File: src/arbc_pkg.sv
`timescale 1ns / 1ps
// ============================================================================
// arbc_pkg
// Shared types and constants for the ARGB8888 rectangle blend compositor.
// ============================================================================
package arbc_pkg;

    localparam int PIX_W      = 32;
    localparam int CLIP_W     = 13;
    localparam int ALPHA_W    = 8;
    localparam int CHAN_W     = 8;
    localparam int CHAN_N     = 3;
    localparam int TYPE_W     = 2;
    localparam int CFG_IDX_W  = 3;
    localparam int CFG_DATA_W = 32;

    localparam logic [ALPHA_W-1:0] ALPHA_FULL      = 8'hFF;
    localparam logic [ALPHA_W-1:0] ALPHA_NONE      = 8'h00;
    localparam logic [CHAN_W-1:0]  OPAQUE_BYTE     = 8'hFF;
    localparam logic [PIX_W-1:0]   SRC_COLOR_RESET = 32'h0000_0000;

    // Register indexes on the configuration port
    localparam logic [CFG_IDX_W-1:0] CFG_CLIP_LEFT    = 3'd0;
    localparam logic [CFG_IDX_W-1:0] CFG_CLIP_TOP     = 3'd1;
    localparam logic [CFG_IDX_W-1:0] CFG_CLIP_RIGHT   = 3'd2;
    localparam logic [CFG_IDX_W-1:0] CFG_CLIP_BOTTOM  = 3'd3;
    localparam logic [CFG_IDX_W-1:0] CFG_SOURCE_COLOR = 3'd4;
    localparam logic [CFG_IDX_W-1:0] CFG_CONST_ALPHA  = 3'd5;

    typedef enum logic [TYPE_W-1:0] {
        REQ_FILL  = 2'd0,
        REQ_CONST = 2'd1,
        REQ_COVER = 2'd2
    } req_t;

    // Decision for one pixel: copy the source, blend, or pass through
    typedef struct packed {
        logic               take_src;
        logic               take_mix;
        logic [ALPHA_W-1:0] alpha;
    } ctrl_t;

endpackage

File: src/arbc_decide.sv
`timescale 1ns / 1ps
// ============================================================================
// arbc_decide
// Clip rectangle test and per-mode choice of source copy, blend or pass.
// ============================================================================
module arbc_decide
    import arbc_pkg::*;
#(
    parameter int COORD_WIDTH = 12
)
(
    input  logic [TYPE_W-1:0]      req_type,
    input  logic [COORD_WIDTH-1:0] pixel_x,
    input  logic [COORD_WIDTH-1:0] pixel_y,
    input  logic [ALPHA_W-1:0]     coverage,
    input  logic [CLIP_W-1:0]      clip_left,
    input  logic [CLIP_W-1:0]      clip_top,
    input  logic [CLIP_W-1:0]      clip_right,
    input  logic [CLIP_W-1:0]      clip_bottom,
    input  logic [ALPHA_W-1:0]     const_alpha,
    output ctrl_t                  ctrl
);

    localparam int CMP_W = (COORD_WIDTH > CLIP_W) ? COORD_WIDTH : CLIP_W;

    logic [CMP_W-1:0] x_ext;
    logic [CMP_W-1:0] y_ext;
    logic             in_clip;

    assign x_ext = CMP_W'(pixel_x);
    assign y_ext = CMP_W'(pixel_y);

    // An empty or inverted rectangle contains no pixel
    assign in_clip = (x_ext >= CMP_W'(clip_left))  && (x_ext < CMP_W'(clip_right)) &&
                     (y_ext >= CMP_W'(clip_top))   && (y_ext < CMP_W'(clip_bottom));

    always_comb
    begin
        ctrl.take_src = 1'b0;
        ctrl.take_mix = 1'b0;
        ctrl.alpha    = const_alpha;
        case (req_t'(req_type))
            REQ_FILL:
            begin
                ctrl.take_src = in_clip;
            end
            REQ_CONST:
            begin
                ctrl.take_mix = in_clip && (const_alpha != ALPHA_NONE);
            end
            REQ_COVER:
            begin
                ctrl.alpha    = coverage;
                // full coverage copies the source word, alpha byte included
                ctrl.take_src = in_clip && (coverage == ALPHA_FULL);
                ctrl.take_mix = in_clip && (coverage != ALPHA_NONE) &&
                                (coverage != ALPHA_FULL);
            end
            default:
            begin
                ctrl.take_src = 1'b0;
                ctrl.take_mix = 1'b0;
            end
        endcase
    end

endmodule

File: src/arbc_mix.sv
`timescale 1ns / 1ps
// ============================================================================
// arbc_mix
// Per-channel blend (src*a + dst*(255-a))/255, truncated, alpha forced opaque.
// ============================================================================
module arbc_mix
    import arbc_pkg::*;
(
    input  logic [PIX_W-1:0]   src,
    input  logic [PIX_W-1:0]   dst,
    input  logic [ALPHA_W-1:0] alpha,
    output logic [PIX_W-1:0]   mixed
);

    logic [ALPHA_W-1:0]    inv_alpha;
    logic [2*CHAN_W-1:0]   sum   [CHAN_N];
    logic [2*CHAN_W:0]     quo   [CHAN_N];
    logic [CHAN_W-1:0]     chan  [CHAN_N];

    assign inv_alpha = ALPHA_FULL - alpha;

    // Divide by 255 as (s + (s >> 8) + 1) >> 8, exact for every sum the blend can form (at most 255*255)
    always_comb
    begin
        for (int c = 0; c < CHAN_N; c++)
        begin
            sum[c]  = (2*CHAN_W)'(src[c*CHAN_W +: CHAN_W] * alpha) +
                      (2*CHAN_W)'(dst[c*CHAN_W +: CHAN_W] * inv_alpha);
            quo[c]  = (2*CHAN_W+1)'(sum[c]) + (2*CHAN_W+1)'(sum[c][2*CHAN_W-1:CHAN_W]) +
                      (2*CHAN_W+1)'(1);
            chan[c] = quo[c][2*CHAN_W-1:CHAN_W];
        end
    end

    assign mixed = {OPAQUE_BYTE, chan[2], chan[1], chan[0]};

endmodule

File: src/argb_rect_blend_compositor_core.sv
`timescale 1ns / 1ps
// ============================================================================
// argb_rect_blend_compositor_core
// ARGB8888 compositor: clip test, solid fill and alpha blend per pixel.
// ============================================================================
// Takes one pixel word per clock while the input is not stalled and returns
// one result word per pixel, in order, from the result register. A word
// is captured in an input register, passes through the clip test and the
// blend logic (two 8x8 multiplies, an add and a divide by 255 per colour
// channel) combinationally, and lands in the result register; that blend
// path sets the clock period. The input stalls only while both registers are
// full and the output is stalled. Configuration writes take effect at once
// and are meant to be issued while no pixel is in flight.
module argb_rect_blend_compositor_core
    import arbc_pkg::*;
#(
    parameter int COORD_WIDTH = 12
)
(
    input  logic                  clk,
    input  logic                  rst_n,

    input  logic                  cfg_we,
    input  logic [CFG_IDX_W-1:0]  cfg_index,
    input  logic [CFG_DATA_W-1:0] cfg_data,

    input  logic                  in_valid,
    output logic                  in_stall,
    input  logic [TYPE_W-1:0]     req_type,
    input  logic [COORD_WIDTH-1:0] pixel_x,
    input  logic [COORD_WIDTH-1:0] pixel_y,
    input  logic [PIX_W-1:0]      dest_pixel,
    input  logic [ALPHA_W-1:0]    coverage,

    output logic                  out_valid,
    input  logic                  out_stall,
    output logic [PIX_W-1:0]      out_pixel,
    output logic                  modified
);

    logic [CLIP_W-1:0]  clip_left_reg;
    logic [CLIP_W-1:0]  clip_top_reg;
    logic [CLIP_W-1:0]  clip_right_reg;
    logic [CLIP_W-1:0]  clip_bottom_reg;
    logic [PIX_W-1:0]   source_color_reg;
    logic [ALPHA_W-1:0] const_alpha_reg;

    logic                   s1_valid_reg;
    logic                   s1_valid_next;
    logic [TYPE_W-1:0]      s1_type_reg;
    logic [COORD_WIDTH-1:0] s1_x_reg;
    logic [COORD_WIDTH-1:0] s1_y_reg;
    logic [PIX_W-1:0]       s1_dst_reg;
    logic [ALPHA_W-1:0]     s1_cov_reg;

    logic                   out_valid_reg;
    logic                   out_valid_next;
    logic [PIX_W-1:0]       out_pixel_reg;
    logic [PIX_W-1:0]       out_pixel_next;
    logic                   modified_reg;
    logic                   modified_next;

    logic                   out_open;
    logic                   s1_load;
    logic                   s1_move;
    ctrl_t                  ctrl;
    logic [PIX_W-1:0]       mixed;

    // ---------------------------------------------------------------------
    // Configuration registers
    // ---------------------------------------------------------------------
    always_ff @(posedge clk or negedge rst_n)
    begin
        if (!rst_n)
        begin
            clip_left_reg    <= '0;
            clip_top_reg     <= '0;
            clip_right_reg   <= '0;
            clip_bottom_reg  <= '0;
            source_color_reg <= SRC_COLOR_RESET;
            const_alpha_reg  <= ALPHA_FULL;
        end
        else if (cfg_we)
        begin
            case (cfg_index)
                CFG_CLIP_LEFT:    clip_left_reg    <= cfg_data[CLIP_W-1:0];
                CFG_CLIP_TOP:     clip_top_reg     <= cfg_data[CLIP_W-1:0];
                CFG_CLIP_RIGHT:   clip_right_reg   <= cfg_data[CLIP_W-1:0];
                CFG_CLIP_BOTTOM:  clip_bottom_reg  <= cfg_data[CLIP_W-1:0];
                CFG_SOURCE_COLOR: source_color_reg <= cfg_data[PIX_W-1:0];
                CFG_CONST_ALPHA:  const_alpha_reg  <= cfg_data[ALPHA_W-1:0];
                default:
                begin
                    // drop writes to unmapped indexes
                end
            endcase
        end
    end

    // ---------------------------------------------------------------------
    // Handshake: the result register frees the input register whenever it
    // is empty or its word is being taken.
    // ---------------------------------------------------------------------
    assign out_open       = !out_valid_reg || !out_stall;
    assign s1_move        = s1_valid_reg && out_open;
    assign in_stall       = s1_valid_reg && !out_open;
    assign s1_load        = in_valid && !in_stall;
    assign s1_valid_next  = s1_load || (s1_valid_reg && !out_open);
    assign out_valid_next = s1_move || (out_valid_reg && out_stall);

    always_ff @(posedge clk or negedge rst_n)
    begin
        if (!rst_n)
        begin
            s1_valid_reg  <= 1'b0;
            out_valid_reg <= 1'b0;
        end
        else
        begin
            s1_valid_reg  <= s1_valid_next;
            out_valid_reg <= out_valid_next;
        end
    end

    always_ff @(posedge clk)
    begin
        if (s1_load)
        begin
            s1_type_reg <= req_type;
            s1_x_reg    <= pixel_x;
            s1_y_reg    <= pixel_y;
            s1_dst_reg  <= dest_pixel;
            s1_cov_reg  <= coverage;
        end
    end

    // ---------------------------------------------------------------------
    // Pixel datapath
    // ---------------------------------------------------------------------
    arbc_decide #(
        .COORD_WIDTH (COORD_WIDTH)
    ) u_decide (
        .req_type    (s1_type_reg),
        .pixel_x     (s1_x_reg),
        .pixel_y     (s1_y_reg),
        .coverage    (s1_cov_reg),
        .clip_left   (clip_left_reg),
        .clip_top    (clip_top_reg),
        .clip_right  (clip_right_reg),
        .clip_bottom (clip_bottom_reg),
        .const_alpha (const_alpha_reg),
        .ctrl        (ctrl)
    );

    arbc_mix u_mix (
        .src   (source_color_reg),
        .dst   (s1_dst_reg),
        .alpha (ctrl.alpha),
        .mixed (mixed)
    );

    always_comb
    begin
        if (ctrl.take_src)
        begin
            out_pixel_next = source_color_reg;
        end
        else if (ctrl.take_mix)
        begin
            out_pixel_next = mixed;
        end
        else
        begin
            out_pixel_next = s1_dst_reg;
        end
        modified_next = ctrl.take_src || ctrl.take_mix;
    end

    always_ff @(posedge clk)
    begin
        if (s1_move)
        begin
            out_pixel_reg <= out_pixel_next;
            modified_reg  <= modified_next;
        end
    end

    assign out_valid = out_valid_reg;
    assign out_pixel = out_pixel_reg;
    assign modified  = modified_reg;

endmodule

File: config.mk
export PLATFORM = sky130hd
export DESIGN_NAME = argb_rect_blend_compositor_core
export DESIGN_NICKNAME = d
export VERILOG_FILES = /design/src/arbc_pkg.sv /design/src/arbc_decide.sv /design/src/arbc_mix.sv /design/src/argb_rect_blend_compositor_core.sv
export SDC_FILE = /design/constraint.sdc
export NUM_CORES = 1
export LEC_CHECK = 0
export ABC_AREA = 0
export BUFFER_PORTS_ARGS = -buffer_cell sky130_fd_sc_hd__clkbuf_2
export CORE_MARGIN = 2
export CORE_UTILIZATION = 35
export CTS_CLUSTER_DIAMETER = 100
export DETAILED_ROUTE_END_ITERATION = 6
export SYNTH_ARGS = -nofsm -noshare
export SYNTH_HDL_FRONTEND = slang
export SYNTH_SLANG_ARGS = --single-unit
File: constraint.sdc
create_clock -name clk -period 7.8 [get_ports clk]
set_input_delay 2.34 -clock clk [delete_from_list [all_inputs] [get_ports clk]]
set_output_delay 2.34 -clock clk [all_outputs]
set_load 0.02 [all_outputs]
==> impl_results.md, run 1 <==
* Syn avg cell area at 9.85 um^2
* Router iterations before antenna repair at 5
* Fmax at around 130 MHz
* Largest area contributor in the netlist: fa_1
* Slew margin rel. at between 20% and 30%
* Mapped Cells at between 2000 and 2500
* GRT overflow at 0
* Post-Route WL at between 60000 and 70000 um
* Initial Utilization at between 30% and 40%
* GRT Util Overall at about a fifth
* Cell with the most instances after synthesis: inv_1
* Async SR Flop Fraction at 48.7%
* CTS tree: built
* Final Max Slew Viols at 0
* # setup viols final at 1
* Largest net degree at the start of global routing at 67
* Slew @ Worst Pin at approximately 1.1 ns
* Number of flops mapped to enable cells by yosys at between 90 and 100
* Synth area leaders: fa_1 25%, ha_1 14%, edfxtp_1 13%
* Synthesized cell area at 22900 um^2
* Cell row count at 93
* Area delta synth->final at 19.5%
* Drt initial violations at approximately 1000
* Worst setup SP type: flip-flop
* Register area share after synthesis at 23.3%
* Status: finished, violations left
* Synth Register Bits at a little under 200
* Min Tclk post-route at 7.82 ns
* Ys flop type: edfxtp_1
* Top Ports at between 100 and 150
* Worst path max stage delay at between 0.5 and 0.6 ns
* GP Congestion at just under 0.9
* RSZ-0062 raised after global routing: yes
* I/O Buffers at between 100 and 150
* DRC Markers at 0
* Setup ws final at -0.0221 ns
* Layout fillers at between 6000 and 7000
* WP data arrival at ~8.2 ns
* Via count at 17100
* Global-route wire length before repair at roughly 100000 um
* Synth cell types at between 80 and 90
* Crit end category: flip-flop
* Max Cap Viol at 0
* Die X at ~260 um
* Initial antenna violation count at 3
* Skew-Pair Late Insertion Delay at roughly 0.5 ns
* CP Max Fanout at 7
* Die height at approximately 260 um
* WL/cell at approximately 19 um
* Hold WC Path Type: reg -> reg
* H-tree levels at 4
* Clock Skew at approximately 0.026 ns
* Clk root buf: clkbuf_16
* Endpoints failing hold at 0
* Critical path class: reg -> reg
* Synth top area share at between 20% and 30%
* Vias in the first global route at approximately 18000
* Syn. warnings at 0
* DR vias/cell at between 4 and 5
* Die area at 67600 um^2
* Top delay family on crit path: adder cells
* Failing checks: setup timing
* Worst hold slack at 0.487 ns
* Post-DRT Antenna Nets at 0
* Final period util at 100%
* CTS sink count at 193
* Clock Tree Buf Depth at 2
* Share of cells above drive strength 1 at 21.8%
* TritonCTS Buffers at 17
* Fin nets at about 3200
* Most frequent cells after synthesis: 477 x inv_1, 288 x fa_1, 253 x ha_1
* Detailed placement HPWL at slightly below 50000 um
* Clk slew on worst S/H paths at 0.07 ns
* CP max-delay cell: fa_1
* Worst endpoint required time at between 8 and 9 ns
* Area of the core at 64600 um^2
* CP bufs+invs at 8
## final cells by class
| class | instances | area, um^2 | area share [%] |
|---|---|---|---|
| Clock inverter | 13 | 144 | 0.525 |
| Timing Repair Buffer | 306 | 2260 | 8.26 |
| Multi-Input combinational cell | 1573 | 16400 | 59.7 |
| Antenna cell | 1 | 2.50 | 0.00913 |
| Clock buffer | 19 | 443 | 1.62 |
| Sequential cell | 193 | 5340 | 19.5 |
| Inverter | 479 | 1800 | 6.56 |
| Tap cell | 855 | 1070 | 3.90 |
## cells in the final DEF (no fill, tap or decap), types with 15 or more instances in the layout
| master | n |
|---|---|
| inv_1 | 471 |
| fa_1 | 279 |
| ha_1 | 237 |
| and2_1 | 231 |
| nand2_1 | 202 |
| clkbuf_2 | 139 |
| buf_4 | 135 |
| edfxtp_1 | 99 |
| dfrtp_1 | 86 |
| o21ai_0 | 64 |
| mux2_2 | 62 |
| nor2_1 | 39 |
| a21oi_1 | 32 |
| xnor2_1 | 32 |
| a22oi_1 | 20 |
| clkbuf_16 | 19 |
| a21o_1 | 18 |
| o21a_1 | 15 |
| o21ai_1 | 15 |
## path summary, 6_finish.rpt
check,start,to,slack (ns),depth (start not counted)
setup / recovery,s1_type_reg[1]$_DFFE_PP_,out_pixel[20]$_DFFE_PP_,-0.02,29
hold / removal,s1_valid_reg$_DFF_PN0_,out_valid$_DFF_PN0_,0.49,1
setup reg to reg,s1_type_reg[1]$_DFFE_PP_,out_pixel[20]$_DFFE_PP_,-0.02,29
hold reg to reg,s1_valid_reg$_DFF_PN0_,out_valid$_DFF_PN0_,0.49,1
max in group asynchronous,rst_n,source_color_reg[2]$_DFFE_PN0P_,4.73,2
min in group asynchronous,rst_n,source_color_reg[20]$_DFFE_PN0P_,1.88,1
## metal layers
metal  up-vias  routed length [um]  GRT usage, %
li1       7967                   -             -
met2       394               31000          32.4
met1      8716               28300          25.6
met5         -                  27             0
met3        67                3720          4.08
met4         4                1120          4.73
## metrics by stage
stage / util (%) / cell area (um^2) / worst slack (ns) / setup TNS (ns) / instances
floorplan: - / 23000 / 0.00897 / 0 / 2330
global placement: 39.2 / 25300 / 0.00103 / 0 / 3336
detailed placement: 39.2 / 25300 / -0.190 / -1.31 / 3336
CTS: 40.8 / 26400 / -0.0209 / -0.0209 / 3394
global route: 42.4 / 27400 / -0.292 / -3.00 / 3438
finish: 42.4 / 27400 / -0.0221 / -0.0221 / 3439
## cells by family after synthesis
family	count (synthesis)	synth area share, %
other cells	1	0.0164
simple gates	597	13.7
buf+inv	567	9.35
flops	193	23.3
compound gates	290	8.47
fa+ha+maj	542	39.0
xor+xnor	56	2.28
mux	82	3.97
## what timing repair did
item	in CTS	in global routing
endpoints found under the setup margin	21	24
gates cloned	5	3
pin swaps	8	76
hold buffers	0	0
hold endpoints to repair	0	0
gates resized for setup	23	154
setup buffers	21	41
Power of run 1 is not shown: default switching activity piles up to over one toggle a cycle in this logic, so the estimate is an artifact.
==> run 2, diff against run 1 <==
--- a/config.mk
+++ b/config.mk
@@ -13,4 +13,5 @@
 export DETAILED_ROUTE_END_ITERATION = 6
 export SYNTH_ARGS = -nofsm -noshare
 export SYNTH_HDL_FRONTEND = slang
+export SYNTH_HIERARCHICAL = 1
 export SYNTH_SLANG_ARGS = --single-unit
==> run 2 against run 1 <==
Effect of this change: the run still ends with setup timing left; sequential share of layout area down 0.39 points; final cell count is 1.3% higher; non-clock buffer count is 49 higher; synthesized cell count is 1.2% lower; worst setup slack got worse by 0.11 ns; clock skew fell by 0.0097 ns.
==> impl_results.md, run 2 <==
* Detailed placement HPWL at 48600 um (-0.59%)
* CTS sink count at 193 (unchanged)
* DR vias/cell at 4.86 (-2.5%)
* Hold WC Path Type: reg -> reg
* Vias in the first global route at 18500 (+0.69%)
* Cell row count at 94 (+1.1%)
* Synth cell types at 95 (+16%)
* RSZ-0062 raised after global routing: yes
* Finished Cell Area at 28000 um^2 (+2.0%)
* Commonest non-fill, non-tap cell in the layout: inv_1
* Fmax at 126 MHz (-1.3%)
* WP data arrival at 8.14 ns (-0.02 ns)
* Async SR Flop Fraction at 48.7% (unchanged)
* DRC Markers at 0 (unchanged)
* WL/cell at 18.2 um (-2.6%)
* Most frequent cells in the layout: 476 x inv_1, 283 x fa_1, 233 x ha_1, 200 x buf_4, 141 x nand2_1
* Initial antenna violation count at 6 (+3)
* Worst endpoint required time at 8.01 ns (-0.13 ns)
* Setup ws final at -0.128 ns (-0.106 ns)
* Top Ports at 141 (unchanged)
* # hold bufs at CTS at 0 (unchanged)
* Register area share after synthesis at 22.7% (-0.55 points)
* Ys flop type: edfxtp_1
* GP Congestion at 0.871 (-2.3%)
* GRT Util Overall at 18.7% (-0.71 points)
* Failing checks: setup timing
* Synth top area share at 24.6% (-0.59 points)
* Min Tclk post-route at 7.93 ns (+0.106 ns)
* Post-DRT Antenna Nets at 0 (unchanged)
* CP max-delay cell: fa_1
* Area delta synth->final at 19.1%
* CTS tree: built
* CP Max Fanout at 5 (-2)
* Final Max Slew Viols at 0 (unchanged)
* Clk root buf: clkbuf_16
* Top delay family on crit path: adder cells
* Clk slew on worst S/H paths at 0.08 ns (about the same)
* Die X at 263 um (+1.2%)
* Worst path max stage delay at 0.59 ns (+0.06 ns)
* Die height at 263 um (+1.2%)
* Via count at 16900 (-1.3%)
* Largest area contributor in the netlist: fa_1
* Synth area leaders: fa_1 25%, ha_1 13%, edfxtp_1 13%
* Syn avg cell area at 10.2 um^2 (+3.6%)
* Cell with the most instances after synthesis: inv_1
* Synthesized cell area at 23500 um^2 (+2.4%)
* Slew margin rel. at 28.0% (+0.16 points)
* Clock Tree Buf Depth at 2 (unchanged)
* CP bufs+invs at 6 (-2)
* Layout fillers at 6412 (+2.9%)
* Most used cell, CP: fa_1
* Final period util at 102% (+1.4 points)
* Mapped Cells at 2301 (-1.2%)
* Largest net degree at the start of global routing at 67 (unchanged)
* H-tree levels at 4 (unchanged)
* Max Cap Viol at 0 (unchanged)
* Clock Skew at 0.0160 ns (-0.00966 ns)
* # setup viols final at 9 (+8)
* GRT overflow at 0 (unchanged)
* Syn. warnings at 6 (+6)
* Endpoints failing hold at 0 (unchanged)
* Critical path class: reg -> reg
* Worst setup SP type: flip-flop
* TritonCTS Buffers at 17 (unchanged)
* Synth Register Bits at 193 (unchanged)
* Status: finished, violations left
* Skew-Pair Late Insertion Delay at 0.48 ns (-0.02 ns)
* Crit end category: flip-flop
* Slew @ Worst Pin at 1.08 ns (-0.000843 ns)
* Global-route wire length before repair at 101000 um (+0.25%)
* Initial Utilization at 35.5% (about the same)
* Number of flops mapped to enable cells by yosys at 99 (unchanged)
* Share of cells above drive strength 1 at 23.0% (+1.2 points)
* Drt initial violations at 709 (-31%)
* Fin nets at 3251 (+1.1%)
* Cell area after placement at 26500 um^2 (+4.4%)
* Post-Route WL at 63300 um (-1.3%)
* Most frequent cells after synthesis: 481 x inv_1, 288 x fa_1, 253 x ha_1
* Die area at 69200 um^2 (+2.4%)
* I/O Buffers at 140 (unchanged)
* Area of the core at 66100 um^2 (+2.4%)
* Router iterations before antenna repair at 5 (unchanged)
==> run 2: cell types whose count changed in the layout (fill, tap and decap cells not counted), moves of 15 or more <==
cell,previous run,this run
a22oi_1,20,2
and2_1,231,114
buf_4,135,200
mux2_1,0,30
mux2i_1,5,36
nand2_1,202,141
nand2b_1,9,82
nor2_1,39,24
nor2b_1,6,117
o21ai_0,64,33
==> run 2: area by class of cell <==
| type | count | area, um^2 | area share, % |
|---|---|---|---|
| inverters | 481 | 1810 | 6.46 |
| well taps | 864 | 1080 | 3.87 |
| multi-input cells | 1556 | 16700 | 59.8 |
| repair buffers | 355 | 2450 | 8.75 |
| diodes | 3 | 7.51 | 0.0268 |
| clock inverters | 11 | 114 | 0.407 |
| flip-flops and latches | 193 | 5340 | 19.1 |
| clock buffers | 21 | 450 | 1.61 |
==> run 2: logic make-up after synthesis <==
logic type / after synthesis / synth area share (%)
buffers and inverters: 563 / 9.37
other: 2 / 0.0320
adders and majority gates: 544 / 38.2
muxes: 138 / 6.43
xor gates and xnor gates: 71 / 2.89
DFF: 193 / 22.7
AOI/OAI and AO/OA: 205 / 6.19
and+or+nand+nor: 585 / 14.2
==> run 2: timing repair <==
item | 4_1_cts | 5_1_grt
gates cloned | 2 | 1
setup endpoints to repair | 24 | 24
pin swaps | 40 | 47
gates resized for setup | 63 | 64
buffers inserted | 28 | 12
==> run 2: worst paths after layout <==
path	to	startpoint	slack, ns	depth (start not counted)
worst max-delay path	out_pixel[4]$_DFFE_PP_	s1_type_reg[0]$_DFFE_PP_	-0.13	31
worst min-delay path	source_color_reg[28]$_DFFE_PN0P_	source_color_reg[28]$_DFFE_PN0P_	0.49	1
worst max register to register	out_pixel[4]$_DFFE_PP_	s1_type_reg[0]$_DFFE_PP_	-0.13	31
worst min register to register	source_color_reg[28]$_DFFE_PN0P_	source_color_reg[28]$_DFFE_PN0P_	0.49	1
max in group asynchronous	source_color_reg[1]$_DFFE_PN0P_	rst_n	4.68	2
min in group asynchronous	source_color_reg[23]$_DFFE_PN0P_	rst_n	1.85	1
==> run 2: per-stage QoR <==
step,TNS [ns],std cells,hold WS [ns],worst slack [ns],utilization (%)
floorplan,0,2310,0.443,0.0190,-
global placement,-2.43,3406,0.463,-0.231,40.0
detailed placement,-5.67,3406,0.476,-0.433,40.0
CTS,-1.22,3468,0.496,-0.180,41.7
global route,-6.88,3481,0.505,-0.431,42.3
finish,-0.811,3484,0.490,-0.128,42.3
==> run 2: routing by layer <==
metal | routed length, um | track usage (%)
met5 | 73 | 0
met4 | 1180 | 4.94
met3 | 3160 | 3.87
met2 | 30600 | 31.3
met1 | 28300 | 24.5
Power of run 2 is left out for the same reason.
